`src/rtl/lgrs_pkg.sv`:
```
`default_nettype none
// ----------------------------------------------------------------------------
// Life row stream package
// Shared types, constants and the B3/S23 cell rule for the row stream core.
// ----------------------------------------------------------------------------
package lgrs_pkg;

  localparam int unsigned LGRS_ROW_W       = 64;
  localparam int unsigned LGRS_ROW_CELLS   = 64;
  localparam int unsigned LGRS_WIDTH_W     = 7;
  localparam logic [LGRS_WIDTH_W-1:0] LGRS_WIDTH_RESET = 7'd64;
  localparam int unsigned LGRS_QUEUE_DEPTH = 4;

  localparam logic [3:0] LGRS_BIRTH_COUNT   = 4'd3;
  localparam logic [3:0] LGRS_SURVIVE_COUNT = 4'd2;

  typedef struct packed {
    logic [LGRS_ROW_W-1:0] row_cells;
    logic                  last_row;
  } lgrs_in_t;

  typedef struct packed {
    logic [LGRS_ROW_W-1:0] next_cells;
    logic                  board_end;
    logic                  run_last;
  } lgrs_out_t;

  typedef struct packed {
    logic above;
    logic middle;
    logic row;
  } lgrs_col_t;

  function automatic logic life_next(input logic self, input logic [7:0] nb);
    logic [3:0] n;
    n = 4'd0;
    for (int i = 0; i < 8; i++) begin
      n = n + {3'b000, nb[i]};
    end
    return (n == LGRS_BIRTH_COUNT) || (self && (n == LGRS_SURVIVE_COUNT));
  endfunction

endpackage
`default_nettype wire

```
`src/rtl/lgrs_cell.sv`:
```
`default_nettype none
// ----------------------------------------------------------------------------
// Life row stream cell
// Holds one column of the two stored rows and computes that column's next
// state for both possible results of the incoming row.
// ----------------------------------------------------------------------------
module lgrs_cell
  import lgrs_pkg::*;
(
  input  wire logic      clk,
  input  wire logic      rst_n,
  input  wire logic      shift,
  input  wire logic      clear,
  input  wire logic      live,
  input  wire logic      row_bit,
  input  wire lgrs_col_t left,
  input  wire lgrs_col_t right,
  output lgrs_col_t      own,
  output logic           next_a,
  output logic           next_b
);

  logic above_r, above_nxt;
  logic middle_r, middle_nxt;

  assign own.above  = above_r & live;
  assign own.middle = middle_r & live;
  assign own.row    = row_bit & live;

  assign next_a = live & life_next(own.middle,
                                   {left.above, own.above, right.above,
                                    left.middle, right.middle,
                                    left.row, own.row, right.row});
  assign next_b = live & life_next(own.row,
                                   {left.middle, own.middle, right.middle,
                                    left.row, right.row, 3'b000});

  always_comb begin
    above_nxt  = above_r;
    middle_nxt = middle_r;
    if (shift) begin
      if (clear) begin
        above_nxt  = 1'b0;
        middle_nxt = 1'b0;
      end else begin
        above_nxt  = middle_r;
        middle_nxt = row_bit;
      end
    end
  end

  always_ff @(posedge clk) begin
    if (!rst_n) begin
      above_r  <= 1'b0;
      middle_r <= 1'b0;
    end else begin
      above_r  <= above_nxt;
      middle_r <= middle_nxt;
    end
  end

endmodule
`default_nettype wire

```
`src/rtl/lgrs_out_queue.sv`:
```
`default_nettype none
// ----------------------------------------------------------------------------
// Life row stream result queue
// Small register queue that takes up to two results per cycle and hands out
// one per cycle on the result channel while the consumer is ready.
// ----------------------------------------------------------------------------
module lgrs_out_queue
  import lgrs_pkg::*;
#(
  localparam int unsigned DEPTH = LGRS_QUEUE_DEPTH,
  localparam int unsigned AW    = $clog2(DEPTH),
  localparam int unsigned CW    = $clog2(DEPTH + 1)
) (
  input  wire logic      clk,
  input  wire logic      rst_n,
  input  wire logic [1:0] push_cnt,
  input  wire lgrs_out_t push_data0,
  input  wire lgrs_out_t push_data1,
  input  wire logic      pop,
  output logic           head_valid,
  output lgrs_out_t      head_data,
  output logic [CW-1:0]  count
);

  lgrs_out_t       ent_r [DEPTH];
  logic [AW-1:0]   head_r, head_nxt;
  logic [AW-1:0]   tail_r, tail_nxt;
  logic [CW-1:0]   count_r, count_nxt;
  logic [AW-1:0]   tail_plus;

  assign tail_plus  = tail_r + AW'(1);
  assign head_valid = (count_r != '0);
  assign head_data  = ent_r[head_r];
  assign count      = count_r;

  always_comb begin
    head_nxt  = pop ? head_r + AW'(1) : head_r;
    tail_nxt  = tail_r + AW'(push_cnt);
    count_nxt = count_r + CW'(push_cnt) - CW'(pop);
  end

  always_ff @(posedge clk) begin
    if (!rst_n) begin
      head_r  <= '0;
      tail_r  <= '0;
      count_r <= '0;
    end else begin
      head_r  <= head_nxt;
      tail_r  <= tail_nxt;
      count_r <= count_nxt;
    end
  end

  always_ff @(posedge clk) begin
    if (push_cnt != 2'd0) begin
      ent_r[tail_r] <= push_data0;
    end
    if (push_cnt == 2'd2) begin
      ent_r[tail_plus] <= push_data1;
    end
  end

endmodule
`default_nettype wire

```
`src/rtl/life_generation_row_stream_core.sv`:
```
`default_nettype none
// ----------------------------------------------------------------------------
// Life generation row stream core
// Computes one B3/S23 generation of a board streamed one row per beat, using
// a row of column cells that hold the two previous rows.
// ----------------------------------------------------------------------------
// Results: each result is written into the result queue when its input beat is taken.
// Throughput: one row per cycle while the result queue has room; a bottom row with rows
// held yields two results, which leave one at a time through a four-entry result queue.
// Reset: clears the held rows and the queue, and sets the width to 64.
// ----------------------------------------------------------------------------
module life_generation_row_stream_core
  import lgrs_pkg::*;
#(
  parameter int unsigned ROW_CELLS = LGRS_ROW_CELLS
) (
  input  wire logic                    clk,
  input  wire logic                    rst_n,
  input  wire logic                    in_valid,
  output logic                         in_ready,
  input  wire lgrs_in_t                in_data,
  output logic                         out_valid,
  input  wire logic                    out_ready,
  output lgrs_out_t                    out_data,
  input  wire logic                    cfg_valid,
  output logic                         cfg_ready,
  input  wire logic [LGRS_WIDTH_W-1:0] cfg_data
);

  localparam int unsigned CW = $clog2(LGRS_QUEUE_DEPTH + 1);

  logic [LGRS_WIDTH_W-1:0] width_r, width_nxt;
  logic                    held_r, held_nxt;
  logic                    accept;
  logic                    pop;
  logic [CW-1:0]           q_count;
  lgrs_col_t               own_col [ROW_CELLS];
  logic [ROW_CELLS-1:0]    next_a;
  logic [ROW_CELLS-1:0]    next_b;
  lgrs_out_t               res_a, res_b, push0;
  logic [1:0]              push_cnt;

  assign cfg_ready = 1'b1;
  assign in_ready  = (q_count <= CW'(LGRS_QUEUE_DEPTH - 2));
  assign accept    = in_valid & in_ready;
  assign pop       = out_valid & out_ready;

  for (genvar k = 0; k < ROW_CELLS; k++) begin : g_cell
    lgrs_col_t left, right;
    logic      live;

    assign live = (width_r > LGRS_WIDTH_W'(k));
    if (k == 0) begin : g_lo
      assign left = '0;
    end else begin : g_lo_n
      assign left = own_col[k-1];
    end
    if (k == ROW_CELLS - 1) begin : g_hi
      assign right = '0;
    end else begin : g_hi_n
      assign right = own_col[k+1];
    end

    lgrs_cell u_cell (
      .clk     (clk),
      .rst_n   (rst_n),
      .shift   (accept),
      .clear   (in_data.last_row),
      .live    (live),
      .row_bit (in_data.row_cells[k]),
      .left    (left),
      .right   (right),
      .own     (own_col[k]),
      .next_a  (next_a[k]),
      .next_b  (next_b[k])
    );
  end

  always_comb begin
    res_a.next_cells = LGRS_ROW_W'(next_a);
    res_a.board_end  = 1'b0;
    res_a.run_last   = ~in_data.last_row;
    res_b.next_cells = LGRS_ROW_W'(next_b);
    res_b.board_end  = 1'b1;
    res_b.run_last   = 1'b1;
    push0            = held_r ? res_a : res_b;
    push_cnt         = accept ? ({1'b0, held_r} + {1'b0, in_data.last_row}) : 2'd0;
  end

  always_comb begin
    width_nxt = cfg_valid ? cfg_data : width_r;
    held_nxt  = accept ? ~in_data.last_row : held_r;
  end

  always_ff @(posedge clk) begin
    if (!rst_n) begin
      width_r <= LGRS_WIDTH_RESET;
      held_r  <= 1'b0;
    end else begin
      width_r <= width_nxt;
      held_r  <= held_nxt;
    end
  end

  lgrs_out_queue u_queue (
    .clk        (clk),
    .rst_n      (rst_n),
    .push_cnt   (push_cnt),
    .push_data0 (push0),
    .push_data1 (res_b),
    .pop        (pop),
    .head_valid (out_valid),
    .head_data  (out_data),
    .count      (q_count)
  );

  a_queue_bound: assert property (@(posedge clk) disable iff (!rst_n)
    q_count <= CW'(LGRS_QUEUE_DEPTH))
    else $error("result queue overfilled");

  a_clear_on_last: assert property (@(posedge clk) disable iff (!rst_n)
    accept && in_data.last_row |=> !held_r)
    else $error("held rows not cleared after bottom row");

  a_hold_on_row: assert property (@(posedge clk) disable iff (!rst_n)
    accept && !in_data.last_row |=> held_r)
    else $error("row not held after inner row");

endmodule
`default_nettype wire
```
`config.mk`:
```
export PLATFORM = sky130hd
export DESIGN_NAME = life_generation_row_stream_core
export DESIGN_NICKNAME = d
export VERILOG_FILES = /design/src/rtl/lgrs_pkg.sv /design/src/rtl/lgrs_cell.sv /design/src/rtl/lgrs_out_queue.sv /design/src/rtl/life_generation_row_stream_core.sv
export SDC_FILE = /design/constraint.sdc
export NUM_CORES = 2
export LEC_CHECK = 0
export BUFFER_PORTS_ARGS = -buffer_cell sky130_fd_sc_hd__buf_2
export CAP_MARGIN = 20
export CORE_UTILIZATION = 35
export DETAILED_ROUTE_END_ITERATION = 8
export PLACE_DENSITY = 0.48
export SETUP_SLACK_MARGIN = 0.3
export SYNTH_ARGS = -nofsm -noshare
export SYNTH_HDL_FRONTEND = slang
export SYNTH_HIERARCHICAL = 1
export SYNTH_SLANG_ARGS = --single-unit
```
`constraint.sdc`:
```
create_clock -name clk -period 7.6 [get_ports clk]
set_clock_uncertainty 0.15 [all_clocks]
set_input_delay 0 -clock clk [delete_from_list [all_inputs] [get_ports clk]]
set_output_delay 0 -clock clk [all_outputs]
set_load 0.01 [all_outputs]
```
# Yosys cells after proc, flatten, opt, wreduce, memory -nomap -nowiden
# Memories as Yosys holds them, arrays and structs flattened. A register that Yosys moved wholly into a read port is not among the register bits.
# Index checks and enable logic that the tools add are counted.
# W data, S select, Z words.
[word_totals]
register_bits = 143
ramBits = 264
input_bits = 77
out_inout_bits = 69
wordCells = 1872
memories = 1
[op_classes]
n_addsub = 699
order_cmp = 65
eq_ne = 257
n_mux = 136
n_bitwise = 323
reduce_logical = 258
[mem_list]
columns = ["name", "depth", "width", "read_ports", "rd_clocked_by_memory_dff", "write_ports", "line", "text"]
rows = [
  ["u_queue.ent_r", 4, 66, 1, 1, 2, "lgrs_out_queue.sv:25", "lgrs_out_t ent_r [DEPTH];"],
]
[ops]
columns = ["op", "n"]
rows = [
  ["$add A4 B1 Y4", 566],
  ["$eq A4 B2 Y1 const B", 256],
  ["$and A1 B1 Y1", 322],
  ["$add A1 B1 Y2", 128],
  ["$gt A7 B6 Y1 const B", 32],
  ["$mux W1", 132],
  ["$logic_and A1 B1 Y1", 128],
  ["$logic_or A1 B1 Y1", 128],
  ["$gt A7 B5 Y1 const B", 16],
  ["$mux W66", 1],
  ["$gt A7 B4 Y1 const B", 8],
  ["$gt A7 B3 Y1 const B", 4],
  ["$gt A7 B1 Y1 const B", 2],
  ["$gt A7 B2 Y1 const B", 2],
  ["$mux W2", 3],
  ["$add A2 B1 Y2 const B", 2],
  ["$add A3 B2 Y3", 1],
  ["$le A3 B2 Y1 const B", 1],
  ["$reduce_bool A3 Y1", 1],
  ["$sub A3 B1 Y3", 1],
  ["$add A2 B2 Y2", 1],
  ["$eq A2 B2 Y1 const B", 1],
  ["$reduce_bool A2 Y1", 1],
  ["$not A1 Y1", 1],
]

# Depth between registers and ports, before layout
[depth]
ltp_word = 14
depth_mapped = 19

# Hierarchy
# Netlist, hierarchy kept.
[by_module_without_submodules]
columns = ["mod", "n_inst", "cells_per_inst", "area_each_um2", "seq_area_each_um2"]
rows = [
  ["lgrs_cell at g_cell[0].u_cell ...", 38, 45, 360.3, 40.0],
  ["lgrs_out_queue", 1, 683, 13454.2, 8107.8],
  ["lgrs_cell at g_cell[21].u_cell ...", 25, 43, 375.4, 40.0],
  ["life_generation_row_stream_core", 1, 220, 1715.4, 160.2],
  ["lgrs_cell at g_cell[28].u_cell", 1, 45, 357.8, 40.0],
]

# Worst setup path before layout
# No wires, ideal clock.
[synth_timing]
kind = "flip-flop to flip-flop"
startpoint = "register u_queue.count_r[1], in the netlist u_queue/count[1]"
endpoint = "memory u_queue/ent_r[0][0] in the netlist's numbering, enable pin"
setup_ns = 0.587
arrival_ns = 6.007
slack_ns = 0.855
stages_incl_launch_ff = 5
n_path_buf = 0
synth_period_minus_slack_ns = 6.745
cell_sequence = "dfxtp_1 a21oi_1 and3_1 nor2_1 o31ai_1"
[synth_lines]
columns = ["item", "line", "text"]
rows = [
  ["from (decl)", "lgrs_out_queue.sv:28", "logic [CW-1:0] count_r, count_nxt;"],
  ["from (signal assigned)", "lgrs_out_queue.sv:50", "count_r <= count_nxt;"],
  ["to (decl)", "lgrs_out_queue.sv:25", ""],
]

==> flow_metrics.env <==
export IMPL_synth_cells=3733
export IMPL_hold_viol=0
export IMPL_critPathLaunchType="flip-flop"
export IMPL_cts_made_buffers=54
export IMPL_fin_hold_ws_ns=0.0742
export IMPL_postCtsSetupRepairBufs=0
export IMPL_required_ns=7.85
export IMPL_hpwl_um=74400
export IMPL_finalNetCount=4758
export IMPL_relSlewSlack=0.187
export IMPL_die_y_um=334
export IMPL_grt_pass1_wl_um=164000
export IMPL_n_fill_cell=10900
export IMPL_outcome="finished, final reports clean"
export IMPL_synth_top_cell_area_share=0.205
export IMPL_grt_max_degree=211
export IMPL_globalRouteOverflowTotal=0
export IMPL_synth_common_cells="inv_1 (987), nand2_1 (395), fa_1 (385), edfxtp_1 (264), ha_1 (261)"
export IMPL_synth_seq_area_share=0.281
export IMPL_hold_class="input port to flip-flop"
export IMPL_htreeDepth=2
export IMPL_core_sq_um=109000
export IMPL_maxSlewViolCount=0
export IMPL_synth_simple_gate_area_frac=0.119
export IMPL_synth_cell_types=51
export IMPL_setup_viol=0
export IMPL_cts_tree="done"
export IMPL_clock_root_buffer="clkbuf_16"
export IMPL_antennaDiodeCount=0
export IMPL_grt_pass1_vias=27600
export IMPL_start_util=0.354
export IMPL_yosysWarningCount=6
export IMPL_ios=146
export IMPL_synth_area_per_cell_sq_um=10.3
export IMPL_cts_sinks=409
export IMPL_ctsResizeCount=0
export IMPL_ys_ff_latch=409
export IMPL_wl_per_cell_um=19.0
export IMPL_synthesis_area_sq_um=38600
export IMPL_path_common_cell="fa_1"
export IMPL_power_mw=9.18
export IMPL_drv_cap=0
export IMPL_synth_top_family_by_area="adder cells"
export IMPL_cpMaxStageDelayCell="dfxtp_1"
export IMPL_critPathMaxStageDelay_ns=0.87
export IMPL_pwr_density_cell_nw_per_um2=208
export IMPL_cp_end_kind="flip-flop"
export IMPL_vias=26300
export IMPL_fin_util=0.404
export IMPL_synth_area_top_cells="edfxtp_1 (21%), fa_1 (20%), inv_1 (9.6%)"
export IMPL_grt_total_usage=0.192
export IMPL_routed_wl_um=106000
export IMPL_fin_setup_tns_ns=0
export IMPL_drt_antenna_violating_nets=0
export IMPL_yosysMostFrequentCell="inv_1"
export IMPL_ir_worst_vdd_mv=0.176
export IMPL_drc=0
export IMPL_period_share=0.776
export IMPL_synth_fa_ha_area_frac=0.284
export IMPL_insertion_delay_ns=0.66
export IMPL_cp_max_fo=18
export IMPL_dp_slack_ns=1.73
export IMPL_synth_edf_count=264
export IMPL_crit_chain="and2_1, o21ai_0, o21ai_0, nand2_1, inv_1, inv_1, fa_1, fa_1, fa_1, inv_1, ha_1, fa_1, o2111ai_1, a21oi_1, mux2_2, mux2_1"
export IMPL_path_class="flip-flop to flip-flop"
export IMPL_synth_ff_type="edfxtp_1"
export IMPL_num_rows=121
export IMPL_setup_slack_ns=1.70
export IMPL_synthMuxAreaShare=0.143
export IMPL_firstDrtPassIters=5
export IMPL_clk_path_buf_depth=3
export IMPL_design_die_area_sq_um=112000
export IMPL_dr_first_iter_drc_count=1246
export IMPL_p_leak_nw=21.0
export IMPL_viasPerCell=4.73
export IMPL_gp_congestion=0.821
export IMPL_clk_pin_slew_ns=0.06
export IMPL_rsz0062_at_grt="no"
export IMPL_period_needed_ns=5.90
export IMPL_synth_area_leader_cell="edfxtp_1"
export IMPL_worstMarginPinSlew_ns=1.21
export IMPL_synth_compound_area_frac=0.0645
export IMPL_fmax_mhz=169
export IMPL_dieWidth_um=334
export IMPL_layout_drive_gt1_share=0.159
export IMPL_antenna_found_initial=0
export IMPL_async_reset_ff_frac=0
export IMPL_yosys_area_share_xor_xnor=0.00143
export IMPL_ff2ff_setup_slack_ns=1.70
export IMPL_area_delta_synth_final_pct=14.3
export IMPL_arrival_ns=6.15
export IMPL_io_buffers=144
-- metal layers --
metal | vias up | share of wire | track usage
met2 | 311 | 0.47 | 0.317
met5 | - | 0 | 0
met1 | 13200 | 0.48 | 0.269
li1 | 12700 | - | -
met4 | 0 | 0.018 | 0.0417
met3 | 88 | 0.032 | 0.0241
-- area by class of cell --
type                            instances  area [sq um]  share of cell area
Multi-Input combinational cell       2284         23700               0.538
Sequential cell                       409         10800               0.246
Inverter                              988          3710              0.0840
Timing Repair Buffer                  298          2260              0.0512
Tap cell                             1476          1850              0.0419
Clock buffer                           71          1430              0.0323
Clock inverter                         31           305             0.00692
-- through the flow --
step | area [sq um] | cells
2_1_floorplan | 38700 | 3746
3_3_place_gp | 41100 | 5326
3_5_place_dp | 41100 | 5329
4_1_cts | 44100 | 5557
5_1_grt | 44100 | 5557
6_report | 44100 | 5557
-- flip-flops by register name, summed over array words and instances (netlist names), named ones only --
register and flops:
g_cell.u_cell/above_r 64, g_cell.u_cell/middle_r 64, held_r 1, u_queue/count 3, u_queue/ent_r 264, u_queue/head_r 2
u_queue/tail_r 2, width_r 7
-- final timing paths --
path / start / endpoint / depth (start not counted)
max reg2reg: width_r[3] / u_queue/ent_r[1][31] / 16
max: width_r[3] / u_queue/ent_r[1][31] / 16
min: in_data[54] / g_cell[53].u_cell/middle_r / 4
min reg2reg: g_cell[58].u_cell/above_r / g_cell[58].u_cell/above_r / 2
-- logic make-up after synthesis --
kind of cell	Yosys count
buffers and inverters	1053
and+or+nand+nor	880
adders and majority gates	646
DFF	409
muxes	402
AOI/OAI and AO/OA	338
xor gates and xnor gates	3
other	2
-- power breakdown --
group | switching, mW | total, mW | leakage [nW] | internal [mW]
logic | 2.05 | 3.74 | 16.6 | 1.69
clock network | 1.09 | 2.58 | 0.841 | 1.49
registers | 0.163 | 2.86 | 3.63 | 2.69
total | 3.30 | 9.18 | 21.0 | 5.87
-- worst max-delay path, delay by kind of cell (launching register included) --
family / cells / cell delay (ns)
AO/OA/AOI/OAI: 4 / 1.11
AND/OR/NAND/NOR: 2 / 0.54
flip-flops: 1 / 0.87
multiplexers: 2 / 0.59
adder cells (fa/ha/maj): 5 / 2.13
buffers and inverters: 3 / 0.27
-- timing repair --
item,in CTS,in global routing
setup endpoints to repair,0,0
endpoints found under the hold margin,344,0
hold buffers,126,0
-- layout by cell type (no fill, tap or decap), types with 12 or more instances in the layout --
cell type and instances:
inv_1 987, nand2_1 395, fa_1 385, edfxtp_1 264
ha_1 261, mux2_2 219, dfxtp_1 142, buf_2 142
dlygate4sd3_1 126, nand3b_1 114, nand2b_1 94, and2_1 82
o22ai_1 78, nor2b_1 70, mux2_4 69, nor3_1 66
mux4_2 66, a21oi_1 55, clkbuf_16 54, a21boi_0 50
mux2_1 40, o2111ai_1 38, o211a_1 26, o211ai_1 26
or2_1 25, a211oi_2 25, buf_4 23, o21ai_0 20
clkbuf_1 16, conb_1 15, nor2_1 12
(Power assumes the default switching activity.)
